`src/design/kdb_pkg.sv`:
```
// ----------------------------------------------------------------------------
// kdb_pkg
// Shared types and constants for the key debounce and press-length detector.
// ----------------------------------------------------------------------------
package kdb_pkg;

	localparam int TIME_BITS_DEFAULT = 48;
	localparam int CFG_DATA_BITS = 16;
	localparam int CFG_INDEX_BITS = 2;

	localparam logic [CFG_DATA_BITS-1:0] DEBOUNCE_DEFAULT = 16'd30;
	localparam logic [CFG_DATA_BITS-1:0] LONG_PRESS_DEFAULT = 16'd800;

	typedef enum logic [CFG_INDEX_BITS-1:0] {
		REG_DEBOUNCE = 2'd0,
		REG_LONG_PRESS = 2'd1,
		REG_PRESSED_LEVEL = 2'd2
	} cfg_reg_t;

	typedef enum logic [1:0] {
		EV_NONE = 2'd0,
		EV_SHORT = 2'd1,
		EV_LONG = 2'd2
	} event_t;

	// Effective settings, with the zero-means-default rule already applied.
	typedef struct packed {
		logic [CFG_DATA_BITS-1:0] debounce;
		logic [CFG_DATA_BITS-1:0] long_press;
		logic pressed_level;
	} cfg_t;

endpackage

```
`src/design/kdb_cfg.sv`:
```
// ----------------------------------------------------------------------------
// kdb_cfg
// Configuration registers and their effective values.
// ----------------------------------------------------------------------------
module kdb_cfg (
	input logic clk,
	input logic arst_n,
	input logic cfg_wr_en,
	input logic [kdb_pkg::CFG_INDEX_BITS-1:0] cfg_index,
	input logic [kdb_pkg::CFG_DATA_BITS-1:0] cfg_wdata,
	output kdb_pkg::cfg_t cfg
);

	logic [kdb_pkg::CFG_DATA_BITS-1:0] debounce_q;
	logic [kdb_pkg::CFG_DATA_BITS-1:0] long_press_q;
	logic pressed_level_q;

	always_ff @(posedge clk or negedge arst_n) begin
		if (!arst_n) begin
			debounce_q <= kdb_pkg::DEBOUNCE_DEFAULT;
			long_press_q <= kdb_pkg::LONG_PRESS_DEFAULT;
			pressed_level_q <= 1'b0;
		end else if (cfg_wr_en) begin
			unique case (kdb_pkg::cfg_reg_t'(cfg_index))
				kdb_pkg::REG_DEBOUNCE: debounce_q <= cfg_wdata;
				kdb_pkg::REG_LONG_PRESS: long_press_q <= cfg_wdata;
				kdb_pkg::REG_PRESSED_LEVEL: pressed_level_q <= cfg_wdata[0];
				default: ;
			endcase
		end
	end

	always_comb begin
		cfg.debounce = (debounce_q == '0) ? kdb_pkg::DEBOUNCE_DEFAULT : debounce_q;
		cfg.long_press = (long_press_q == '0) ? kdb_pkg::LONG_PRESS_DEFAULT : long_press_q;
		cfg.pressed_level = pressed_level_q;
	end

endmodule

```
`src/design/kdb_core.sv`:
```
// ----------------------------------------------------------------------------
// kdb_core
// Debounce state and the per-sample commit and press-length decision.
// ----------------------------------------------------------------------------
module kdb_core #(
	parameter int TIME_BITS = kdb_pkg::TIME_BITS_DEFAULT
) (
	input logic clk,
	input logic arst_n,
	input logic step,
	input logic level,
	input logic [TIME_BITS-1:0] now,
	input kdb_pkg::cfg_t cfg,
	output kdb_pkg::event_t press_event
);

	logic stable_known_q;
	logic stable_state_q;
	logic raw_state_q;
	logic [TIME_BITS-1:0] raw_change_time_q;
	logic [TIME_BITS-1:0] press_start_time_q;

	logic [TIME_BITS:0] raw_age;
	logic [TIME_BITS:0] hold_len;
	logic commit;
	logic commit_press;
	logic is_long;

	// A changed level restarts the hold with zero age, so it can never commit
	// in the same sample; only an unchanged raw level is checked.
	always_comb begin
		raw_age = {1'b0, now} - {1'b0, raw_change_time_q};
		hold_len = {1'b0, raw_change_time_q} - {1'b0, press_start_time_q};
		commit = stable_known_q && (level == raw_state_q) && (raw_state_q != stable_state_q)
			&& !raw_age[TIME_BITS]
			&& (raw_age[TIME_BITS-1:0] >= TIME_BITS'(cfg.debounce));
		commit_press = (raw_state_q == cfg.pressed_level);
		is_long = !hold_len[TIME_BITS]
			&& (hold_len[TIME_BITS-1:0] >= TIME_BITS'(cfg.long_press));
		press_event = kdb_pkg::EV_NONE;
		if (commit && !commit_press && (stable_state_q == cfg.pressed_level)) begin
			press_event = is_long ? kdb_pkg::EV_LONG : kdb_pkg::EV_SHORT;
		end
	end

	always_ff @(posedge clk or negedge arst_n) begin
		if (!arst_n) begin
			stable_known_q <= 1'b0;
			stable_state_q <= 1'b0;
			raw_state_q <= 1'b0;
			raw_change_time_q <= '0;
			press_start_time_q <= '0;
		end else if (step) begin
			if (!stable_known_q) begin
				stable_known_q <= 1'b1;
				stable_state_q <= level;
				raw_state_q <= level;
				raw_change_time_q <= now;
				if (level == cfg.pressed_level) begin
					press_start_time_q <= now;
				end
			end else begin
				if (level != raw_state_q) begin
					raw_state_q <= level;
					raw_change_time_q <= now;
				end
				if (commit) begin
					stable_state_q <= raw_state_q;
					if (commit_press) begin
						press_start_time_q <= raw_change_time_q;
					end
				end
			end
		end
	end

endmodule

```
`src/design/key_debounce_long_short_press.sv`:
```
// ----------------------------------------------------------------------------
// key_debounce_long_short_press
// Debounces a timestamped key level and classifies each release as a short
// or long press.
// ----------------------------------------------------------------------------
// Channel  Direction  Handshake              Payload
// in       input      in_valid / in_ready    key_level, sample_time
// out      output     out_valid / out_ready  press_event
// cfg      input      cfg_wr_en              cfg_index, cfg_wdata
//
// Every sample gives exactly one result, passed from the input register to the result register.
// One sample per cycle is sustained unless the output stalls; the limit is the
// decision-stage state update, which reads and writes the debounce state once per sample.
// A stall on the output holds the result register and then the input register.
// Reset restores the register defaults and forgets the stable level.
// ----------------------------------------------------------------------------
module key_debounce_long_short_press #(
	parameter int TIME_BITS = kdb_pkg::TIME_BITS_DEFAULT
) (
	input logic clk,
	input logic arst_n,
	input logic in_valid,
	output logic in_ready,
	input logic key_level,
	input logic [TIME_BITS-1:0] sample_time,
	output logic out_valid,
	input logic out_ready,
	output logic [1:0] press_event,
	input logic cfg_wr_en,
	input logic [kdb_pkg::CFG_INDEX_BITS-1:0] cfg_index,
	input logic [kdb_pkg::CFG_DATA_BITS-1:0] cfg_wdata
);

	kdb_pkg::cfg_t cfg;
	kdb_pkg::event_t event_d;

	logic valid_s1;
	logic level_s1;
	logic [TIME_BITS-1:0] time_s1;
	logic valid_s2;
	logic [1:0] event_s2;
	logic advance;

	assign advance = valid_s1 && (!valid_s2 || out_ready);
	assign in_ready = !valid_s1 || advance;
	assign out_valid = valid_s2;
	assign press_event = event_s2;

	kdb_cfg u_cfg (
		.clk(clk),
		.arst_n(arst_n),
		.cfg_wr_en(cfg_wr_en),
		.cfg_index(cfg_index),
		.cfg_wdata(cfg_wdata),
		.cfg(cfg)
	);

	kdb_core #(
		.TIME_BITS(TIME_BITS)
	) u_core (
		.clk(clk),
		.arst_n(arst_n),
		.step(advance),
		.level(level_s1),
		.now(time_s1),
		.cfg(cfg),
		.press_event(event_d)
	);

	always_ff @(posedge clk or negedge arst_n) begin
		if (!arst_n) begin
			valid_s1 <= 1'b0;
			valid_s2 <= 1'b0;
		end else begin
			if (in_valid && in_ready) begin
				valid_s1 <= 1'b1;
			end else if (advance) begin
				valid_s1 <= 1'b0;
			end
			if (advance) begin
				valid_s2 <= 1'b1;
			end else if (out_ready) begin
				valid_s2 <= 1'b0;
			end
		end
	end

	always_ff @(posedge clk) begin
		if (in_valid && in_ready) begin
			level_s1 <= key_level;
			time_s1 <= sample_time;
		end
		if (advance) begin
			event_s2 <= event_d;
		end
	end

endmodule

```
`config.mk`:
```
export PLATFORM = sky130hd
export DESIGN_NAME = key_debounce_long_short_press
export DESIGN_NICKNAME = d
export VERILOG_FILES = /design/src/design/kdb_pkg.sv /design/src/design/kdb_cfg.sv /design/src/design/kdb_core.sv /design/src/design/key_debounce_long_short_press.sv
export SDC_FILE = /design/constraint.sdc
export NUM_CORES = 1
export LEC_CHECK = 0
export BUFFER_PORTS_ARGS = -buffer_cell sky130_fd_sc_hd__buf_4
export CORE_ASPECT_RATIO = 1.25
export CORE_MARGIN = 2
export CORE_UTILIZATION = 66
export CTS_CLUSTER_SIZE = 40
export DETAILED_ROUTE_END_ITERATION = 8
export PLACE_DENSITY = 0.85
export SLEW_MARGIN = 20
export SYNTH_ARGS = -nofsm -noshare
export SYNTH_HDL_FRONTEND = slang
export SYNTH_SLANG_ARGS = --single-unit
```
`constraint.sdc`:
```
create_clock -name clk -period 9.8 [get_ports clk]
set_clock_uncertainty 0.1 [all_clocks]
set_input_delay 0.98 -clock clk [delete_from_list [all_inputs] [get_ports clk]]
set_output_delay 0.98 -clock clk [all_outputs]
set_load 0.01 [all_outputs]
```
==> results.toml, run 1 <==
[run_status]
status = "completed"

[grt]
use_met2_pct = 66.5
grtUsageTotal_pct = 39.1
gr-total-overflow = 0
grt_max_degree = 83
busiest_layer = "met2"
grt_pass1_wl_um = 69600
grt_pass1_vias = 13300
antenna_found_initial = 2
gr-usage-met3_pct = 6.84
met1_usage_pct = 43.8

[synth]
async_flop_share_pct = 72.4
synth_edf_count = 51
synth.yosys.seq_area_share_pct = 33.7
avgSynthCellArea_sq_um = 8.78
yosysWarnings = 0
ys_ff_latch = 185
syn_inst = 1653
yosysTopAreaCellShare_pct = 21.9
ys_top_cells_by_count = "169 x nand2_1, 149 x inv_1, 133 x a21oi_1"
yosysTopAreaCell = "dfrtp_1"
ys.flop_type = "dfrtp_1"
synth_most_common_cell = "nand2_1"
syn_nets = 1855
synth_area_leaders = "dfrtp_1 22%, ha_1 11%, edfxtp_1 11%, mux2i_1 6.9%, a21oi_1 4.6%"
synth_area_sq_um = 14500
synth_cell_type_count = 89

[die]
fp.coreArea_sq_um = 21500
io_pins = 76
die_y_um = 170
die_w_um = 137
rows = 60
start_util_pct = 67.3
die_area_sq_um = 23200

[worst_setup_path]
critical_path_class = "register to register"
r2r_slack_ns = 3.78
path_max_fanout = 40
crit_end = "u_core.press_start_time_q[33]$_DFFE_PN0P_"
reg2reg_from = "u_core.raw_change_time_q[4]$_DFFE_PN0P_"
worstPathRequired_ns = 10.05
reg2regPathDepth = 21
r2r_end = "u_core.press_start_time_q[33]$_DFFE_PN0P_"
end_kind = "register"
critPathLaunch = "u_core.raw_change_time_q[4]$_DFFE_PN0P_"
cp-start-kind = "register"
cp.arrival_ns = 6.27

[place]
dp_cells = 1941
port_buffers = 75
dpl.hpwl_um = 34400
gp_congestion = 1.01
dp_slack_ns = 3.96

[clocking]
clock_latency_ns = 0.45
cts_hold_repair.buffers = 0
h-tree-depth = 4
cts_setup_buffers = 0
cts.clk_slew.worst_paths_ns = 0.08
numCtsBuffers = 17
cts_tree = "done"
cts_resized = 0
root_buffer = "clkbuf_16"
numClockSinks = 185
clockBufferDepth = 2

[power_and_ir_drop]
p_leak_uw = 0.00714
power_frac_seq_pct = 21.6
netSwitchingFraction_pct = 50.6
pwr_density_cell_nw_per_um2 = 340
clockPowerShare_pct = 12.8
p_int_uw = 2640
p_sw_uw = 2700
p_comb_share_pct = 65.6
ir_worst_vdd_uv = 179
total_power_uw = 5340

[cells_and_area]
final_util_pct = 73.0
multi_input_area_sq_um = 8760
instances_no_fill = 1974
final_net_count = 1883
drive_above_1_share_pct = 10.3
fill_cells = 1589
regArea_sq_um = 4890
area_delta_synth_final_pct = 8.43

[timing]
drv_slew = 0
final-hold-violation-count = 0
max_freq_ghz = 0.166
setup_viol = 0
fin_tns_setup_ns = 0
slew-limit-headroom_pct = 26.1
period_share_pct = 61.4
layout_setup_ws_ns = 3.78
fin_crit_ns = 6.02
rsz0062_at_grt = "false"
worst_pin_slew_ns = 1.10

[routing]
drt-wirelength-per-cell_um = 22.6
antenna_left = 0
vias = 13200
first_pass_iters = 5
drt-initial-drc-count = 1140
drc_errors = 0
vias_per_cell = 6.67
totalWireLength_um = 44600

[min_path]
hp-class = "register to register"

[job]
timing.max_cap.violations = 0
==> power by group through the flow <==
| stage | clock [uW] | sequential (uW) | combinational, uW |
|---|---|---|---|
| after detailed placement | 0 | 1160 | 3360 |
| after CTS | 688 | 1150 | 3400 |
| after global routing | 718 | 1170 | 3790 |
| after floorplan | 0 | 1110 | 2480 |
| after global placement | 0 | 1150 | 3300 |
| final | 686 | 1150 | 3500 |
==> layout by cell type, fill, tap and decap left out, types with 9 or more instances in the layout <==
cell type  count
a211oi_1      16
a21o_1        44
a21oi_1      131
a31oi_1       14
and3_1        11
and4_1         9
buf_4         80
clkbuf_16     17
dfrtp_1      126
edfxtp_1      51
ha_1         128
inv_1        149
mux2_2        22
mux2i_1      100
nand2_1      169
nand2b_1      20
nand3_1       27
nand4_1       41
nor2_1        75
nor3_1        26
nor4_1        21
o211ai_1      12
o21a_1        19
o21ai_0      125
o21ai_1       13
o21bai_1      19
xnor2_1       38
xor2_1        23
==> worst min-delay path by stage <==
stage | from | end | slack (ns) | depth (start not counted)
floorplan | time_s1[0]$_DFFE_PP_ | u_core.raw_change_time_q[0]$_DFFE_PN0P_ | 0.35 | 2
global placement | valid_s1$_DFFE_PN0P_ | out_valid$_DFFE_PN0P_ | 0.37 | 1
detailed placement | valid_s1$_DFFE_PN0P_ | out_valid$_DFFE_PN0P_ | 0.39 | 1
CTS | valid_s1$_DFFE_PN0P_ | out_valid$_DFFE_PN0P_ | 0.39 | 1
global route | valid_s1$_DFFE_PN0P_ | out_valid$_DFFE_PN0P_ | 0.42 | 1
finish | valid_s1$_DFFE_PN0P_ | out_valid$_DFFE_PN0P_ | 0.39 | 1
==> final cells by class <==
class                      instances  area share [%]
sequential                       185            31.1
timing repair buffer              81            3.89
tap                              279            2.22
antenna                            1          0.0159
clock buffer                      17            2.70
inverter                         149            3.55
clock inverter                    15           0.819
multi-input combinational       1247            55.7
==> critical path, cell delays in order, from the launching register on <==
cell and delay, ns:
dfrtp_1 0.39, inv_1 0.08, ha_1 0.36, o211ai_1 0.11
a21oi_1 0.48, o21ai_0 0.27, and2_1 0.24, xnor2_1 0.14
ha_1 0.32, a211oi_1 0.30, o32ai_1 0.16, nor4_1 0.30
o21ai_0 0.16, nor4_1 0.28, o2111ai_1 0.15, a2111oi_2 0.23
nand4_1 0.16, nor4b_2 0.57, a211o_1 0.26, a21oi_4 0.14
buf_4 0.38, mux2i_1 0.32
==> kinds of logic after synthesis <==
family | synth area share (%)
AO/OA/AOI/OAI | 20.8
AND/OR/NAND/NOR | 15.8
buffers and inverters | 6.09
flip-flops | 33.7
adder cells (fa/ha/maj) | 11.3
multiplexers | 8.68
XOR/XNOR | 3.68
==> metrics by stage <==
stage | instance area, sq um | hold WS, ns
after global routing | 15700 | 0.424
final | 15700 | 0.388
after global placement | 15200 | 0.369
after CTS | 15700 | 0.392
after detailed placement | 15200 | 0.392
after floorplan | 14500 | 0.352
==> state kept, by name, summed over array words and instances (netlist names) <==
name and flops:
u_cfg.pressed_level_q 1, u_core.press_start_time_q 48, u_cfg.long_press_q 16, time_s1 48, u_cfg.debounce_q 16, valid_s1 1
u_core.raw_state_q 1, out_valid 1, level_s1 1, u_core.raw_change_time_q 48, press_event 2, u_core.stable_state_q 1
u_core.stable_known_q 1
==> routing by layer <==
metal  vias up  wire length, um
li1       6049                -
met1      6282            16700
met2       634            21700
met3       205             2760
met4         0             3520
met5         -                0
(Power assumes the default switching activity.)
==> inputs of run 2 (changes only) <==
--- a/config.mk
+++ b/config.mk
@@ -8,10 +8,10 @@
 export BUFFER_PORTS_ARGS = -buffer_cell sky130_fd_sc_hd__buf_4
 export CORE_ASPECT_RATIO = 1.25
 export CORE_MARGIN = 2
-export CORE_UTILIZATION = 66
+export CORE_UTILIZATION = 63
 export CTS_CLUSTER_SIZE = 40
 export DETAILED_ROUTE_END_ITERATION = 8
-export PLACE_DENSITY = 0.85
+export PLACE_DENSITY = 0.82
 export SLEW_MARGIN = 20
 export SYNTH_ARGS = -nofsm -noshare
 export SYNTH_HDL_FRONTEND = slang
==> constraint.sdc (replaced) <==
create_clock -name clk -period 5.7 [get_ports clk]
set_clock_uncertainty 0.1 [all_clocks]
set_input_delay 0.57 -clock clk [delete_from_list [all_inputs] [get_ports clk]]
set_output_delay 0.57 -clock clk [all_outputs]
set_load 0.01 [all_outputs]
==> run 2 against run 1 <==
Net effect:
- first-iteration DRC count down 8.5%
- wire length decreased by 0.99%
- non-clock buffer count increased by 3
- sequential cell count is the same
- largest cell class unchanged
==> results.toml, run 2 (synthesis results as in run 1) <==
[run_status]
status = "completed"

[cells_and_area]
instances_no_fill = 1985
diodes = 0
drive_above_1_share_pct = 10.7
area_delta_synth_final_pct = 9.07
final_net_count = 1886
final_common_cell = "nand2_1"
final_util_pct = 69.4
top_regs = "time_s1 x48, u_core.press_start_time_q x48, u_core.raw_change_time_q x48"
most-common-layout-cells = "169 x nand2_1, 149 x inv_1, 129 x a21oi_1, 128 x ha_1, 126 x dfrtp_1"

[worst_setup_path]
critical_path_class = "register to register"
critPathSlowestCell = "or4_1"
cp_slowest_stage_delay_ns = 0.53
reg2regPathDepth = 20
end_kind = "register"
worstPathRequired_ns = 5.80
crit_chain = "ha_1 -> nor2b_1 -> o2111ai_1 -> a21oi_2 -> a31oi_2 -> o21ai_0 -> a21oi_1 -> xnor2_1 -> ha_1 -> a21oi_1 -> o21ai_0 -> a2111oi_0 -> and4b_1 -> nand4b_1 -> or4_1 -> nor4_2 -> nand4bb_1 -> nor4_1 -> a41oi_1 -> and3b_1"
cp-start-kind = "register"
path_max_fanout = 5
cp.arrival_ns = 5.52

[die]
die_w_um = 140
rows = 62
start_util_pct = 63.6
io_pins = 76
die_area_sq_um = 24300
fp.coreArea_sq_um = 22800
die_y_um = 174

[grt]
grt_pass1_vias = 12900
grt_max_degree = 83
grt_pass1_wl_um = 68600
antenna_found_initial = 0
grtUsageTotal_pct = 36.1
gr-total-overflow = 0

[routing]
first_pass_iters = 5
antenna_left = 0
top_layer = "met4"
drt-initial-drc-count = 1043
vias = 13000
wl_met3_um = 2240
wl_met1_um = 16600
vias_per_cell = 6.57
dr_wl_met2_um = 22400
drt-wirelength-per-cell_um = 22.3
drc_errors = 0
totalWireLength_um = 44200

[timing]
fin_crit_ns = 5.42
final-hold-violation-count = 0
setup_viol = 0
worst_pin_slew_ns = 0.987
period_share_pct = 95.2
max_freq_ghz = 0.184
layout_setup_ws_ns = 0.276
slew-limit-headroom_pct = 34.0
drv_slew = 0

[clocking]
cts_hold_repair.buffers = 0
clockBufferDepth = 2
cts_tree = "done"
h-tree-depth = 4
clock_latency_ns = 0.44
numCtsBuffers = 17
numClockSinks = 185
root_buffer = "clkbuf_16"
cts.clk_slew.worst_paths_ns = 0.07

[place]
gp_congestion = 1.03
port_buffers = 75
dp_slack_ns = 0.180
dp_cells = 1953
dpl.hpwl_um = 35000

[power_and_ir_drop]
pwr_density_cell_nw_per_um2 = 577
p_leak_uw = 0.00717
total_power_uw = 9130
ir_worst_vdd_uv = 361

[job]
timing.max_cap.violations = 0

[min_path]
hp-class = "input pin to async pin"
-- run 2: cell type report --
type,count,area [sq um]
tap,288,360
fill,1830,6980
clock inverter,12,113
clock buffer,20,447
sequential,185,4890
timing repair buffer,84,651
multi-input combinational,1247,8800
inverter,149,559
-- run 2: through the flow --
step           area (sq um)  hold WS [ns]  TNS, ns
6_report              15800        0.0768        0
5_1_grt               15800         0.160  -0.0797
2_1_floorplan         14500         0.174        0
3_3_place_gp          15200         0.367        0
3_5_place_dp          15200         0.400        0
4_1_cts               15800         0.122        0
-- run 2: worst paths after layout --
check | startpoint | to | slack, ns
max | u_core.raw_change_time_q[1]$_DFFE_PN0P_ | press_event[1]$_SDFFCE_PN0P_ | 0.28
min | arst_n | u_cfg.debounce_q[9]$_DFFE_PN0P_ | 0.08
max reg2reg | u_core.raw_change_time_q[1]$_DFFE_PN0P_ | press_event[1]$_SDFFCE_PN0P_ | 0.28
min reg2reg | time_s1[0]$_DFFE_PP_ | u_core.raw_change_time_q[0]$_DFFE_PN0P_ | 0.41
max in group asynchronous | arst_n | u_core.stable_known_q$_DFFE_PN0P_ | 4.18
min in group clk | sample_time[28] | time_s1[28]$_DFFE_PP_ | 0.20
-- run 2: power by group --
part / total (uW) / internal [uW] / switching (uW)
registers: 2000 / 1740 / 262
clock network: 1160 / 619 / 543
logic: 5970 / 2240 / 3730
-- run 2: worst max-delay path, delay by kind of cell, from the launching register on --
kind | cells | cell delay, ns
AOI/OAI and AO/OA | 9 | 1.97
xor gates and xnor gates | 1 | 0.15
adders and majority gates | 2 | 0.54
DFF | 1 | 0.45
and+or+nand+nor | 8 | 1.96
-- run 2: layer usage --
metal  GRT usage, %  vias up
met3           4.45      143
met1           41.2     6320
met4           21.1        0
li1               -     6064
met5              0        -
met2           64.4      514
-- run 2: timing repair --
action,CTS,global route
resized for setup,0,7
endpoints found under the hold margin,0,0
buffers inserted,0,0
endpoints found under the setup margin,0,44
==> inputs of run 3 (changes only) <==
--- a/config.mk
+++ b/config.mk
@@ -11,7 +11,7 @@
 export CORE_UTILIZATION = 63
 export CTS_CLUSTER_SIZE = 40
 export DETAILED_ROUTE_END_ITERATION = 8
-export PLACE_DENSITY = 0.82
+export PLACE_DENSITY = 0.92
 export SLEW_MARGIN = 20
 export SYNTH_ARGS = -nofsm -noshare
 export SYNTH_HDL_FRONTEND = slang
==> run 3 against run 2 <==
Net effect:
- the run now ends with DRC left
- critical path depth stayed put
- core utilization is 1.1 points higher
- first-iteration DRC count is 3.1% higher
- sequential power hardly changed
- fmax is 2.4% lower
- via count is 1.4% higher
- worst setup slack worse by 0.13 ns
- die area stayed put
- cell count is 0.35% higher
- register-to-register slack worse by 0.13 ns
- design area is 1.5% higher
- non-clock buffer count is 7 higher
- critical endpoint unchanged
- largest cell class unchanged
- largest power group unchanged
==> results.toml, run 3 (synthesis results as in run 1) <==
[cells_and_area]
fill_cells = 1733
most-common-layout-cells = "169 x nand2_1, 149 x inv_1, 127 x a21oi_1, 125 x dfrtp_1, 122 x o21ai_0"
multi_input_area_sq_um = 8890
final_common_cell = "nand2_1"
top_regs = "time_s1 x48, u_core.press_start_time_q x48, u_core.raw_change_time_q x48"
drive_above_1_share_pct = 12.1
area_delta_synth_final_pct = 10.7
diodes = 0
final_net_count = 1893
regArea_sq_um = 4900

[die]
io_pins = 76
start_util_pct = 63.6
rows = 62
fp.coreArea_sq_um = 22800
die_area_sq_um = 24300
die_y_um = 174
die_w_um = 140

[clocking]
clockBufferDepth = 2
root_buffer = "clkbuf_16"
cts.clk_slew.worst_paths_ns = 0.07
numCtsBuffers = 17
cts_hold_repair.buffers = 0
h-tree-depth = 4
numClockSinks = 185
cts_tree = "done"
clock_latency_ns = 0.45

[power_and_ir_drop]
pwr_density_cell_nw_per_um2 = 583
power_frac_seq_pct = 21.3
total_power_uw = 9370
clockPowerShare_pct = 13.0
p_comb_share_pct = 65.7
p_int_uw = 4700
netSwitchingFraction_pct = 49.8
ir_worst_vdd_uv = 318
p_sw_uw = 4670
p_leak_uw = 0.00723

[timing]
drv_slew = 0
setup_viol = 0
final-hold-violation-count = 0
max_freq_ghz = 0.180
fin_crit_ns = 5.56
layout_setup_ws_ns = 0.143
worst_pin_slew_ns = 0.995
slew-limit-headroom_pct = 33.5
period_share_pct = 97.5

[place]
gp_congestion = 1.06
dpl.hpwl_um = 34100
dp_slack_ns = 0.278
port_buffers = 75

[routing]
vias = 13200
first_pass_iters = 8
antenna_left = 0
drt-wirelength-per-cell_um = 22.6
drt-initial-drc-count = 1075
vias_per_cell = 6.64
drc_errors = 1
totalWireLength_um = 45000

[worst_setup_path]
critical_path_class = "register to register"
r2r_slack_ns = 0.14
r2r_end = "press_event[1]$_SDFFCE_PN0P_"
reg2regPathDepth = 20
worstPathRequired_ns = 5.81
reg2reg_from = "u_core.raw_change_time_q[6]$_DFFE_PN0P_"
crit_chain = "ha_1 -> a211o_1 -> a21oi_1 -> a21oi_2 -> a31oi_2 -> o21ai_0 -> a21oi_1 -> xnor2_1 -> ha_1 -> a21oi_1 -> o21ai_0 -> a2111oi_1 -> and4b_1 -> nand4b_1 -> or4_1 -> nor4_2 -> nand4bb_1 -> nor4_2 -> a41oi_1 -> and3b_1"
cp-start-kind = "register"
end_kind = "register"
worst_path_most_repeated_cell = "a21oi_1"
cp.arrival_ns = 5.66
path_max_fanout = 4
cp_slowest_stage_delay_ns = 0.54
critPathSlowestCell = "or4_1"

[run_status]
violations = "DRC"
status = "complete, but fails checks"

[min_path]
hp-class = "input pin to async pin"

[grt]
antenna_found_initial = 0
grt_pass1_wl_um = 69000
gr-total-overflow = 0
grtUsageTotal_pct = 35.8
grt_max_degree = 85
grt_pass1_vias = 13200

[job]
timing.max_cap.violations = 0
[run 3: cell types whose count changed in the layout (fill, tap and decap cells not counted), moves of 3 or more]
cell,change
o21ai_0,-3
ha_2,+5
ha_1,-7
clkinv_2,-3
clkbuf_16,+3
[run 3: routing by layer]
| layer | track usage, % | part of all wire [%] | vias to the layer above |
|---|---|---|---|
| li1 | - | - | 6082 |
| met1 | 41.1 | 38 | 6366 |
| met2 | 63.9 | 51 | 599 |
| met3 | 5.39 | 5.6 | 173 |
| met4 | 19.3 | 6.2 | 0 |
| met5 | 0 | 0 | - |
[run 3: layout make-up]
class                      count  share of cell area (%)
clock inverter                15                    1.03
multi-input combinational   1247                    55.3
clock buffer                  17                    2.65
timing repair buffer          91                    4.80
inverter                     149                    3.48
sequential                   185                    30.5
tap                          288                    2.24
[run 3: worst max-delay path: cells and delay by family (launching register included)]
| kind | cells | cell delay, ns |
|---|---|---|
| compound gates | 10 | 2.40 |
| simple gates | 7 | 1.70 |
| flops | 1 | 0.42 |
| xor+xnor | 1 | 0.11 |
| fa+ha+maj | 2 | 0.58 |
[run 3: power groups by stage]
stage	clock (uW)	sequential, uW	combinational [uW]
6_report	1210	2000	6160
5_1_grt	1270	2020	6680
4_1_cts	1220	1980	5830
3_5_place_dp	0	2000	5760
3_3_place_gp	0	1980	5630
2_1_floorplan	0	1910	4270
[run 3: worst max path at each step]
stage / start / endpoint / slack (ns) / cells after the start
final: u_core.raw_change_time_q[6]$_DFFE_PN0P_ / press_event[1]$_SDFFCE_PN0P_ / 0.14 / 20
after detailed placement: u_core.raw_change_time_q[1]$_DFFE_PN0P_ / u_core.press_start_time_q[4]$_DFFE_PN0P_ / 0.28 / 22
after global routing: u_core.raw_change_time_q[6]$_DFFE_PN0P_ / press_event[1]$_SDFFCE_PN0P_ / -0.23 / 20
after CTS: u_core.raw_change_time_q[1]$_DFFE_PN0P_ / u_core.press_start_time_q[10]$_DFFE_PN0P_ / 0.12 / 22
after global placement: time_s1[3]$_DFFE_PP_ / u_core.press_start_time_q[9]$_DFFE_PN0P_ / 0.47 / 21
after floorplan: u_core.raw_change_time_q[0]$_DFFE_PN0P_ / press_event[1]$_SDFFCE_PN0P_ / 0.82 / 21
[run 3: stage by stage]
step	cells	hold WS [ns]	TNS [ns]	utilization, %	area (sq um)
2_1_floorplan	1653	0.174	0	-	14500
3_3_place_gp	1953	0.365	0	66.7	15200
3_5_place_dp	1953	0.378	0	66.7	15200
4_1_cts	1985	0.0925	0	69.3	15800
5_1_grt	1992	0.114	-0.975	70.5	16100
6_report	1992	0.0415	0	70.5	16100
[run 3: repair_timing]
action / 4_1_cts / 5_1_grt
endpoints found under the setup margin: 0 / 51
setup buffers: 0 / 2
gates resized for setup: 0 / 33
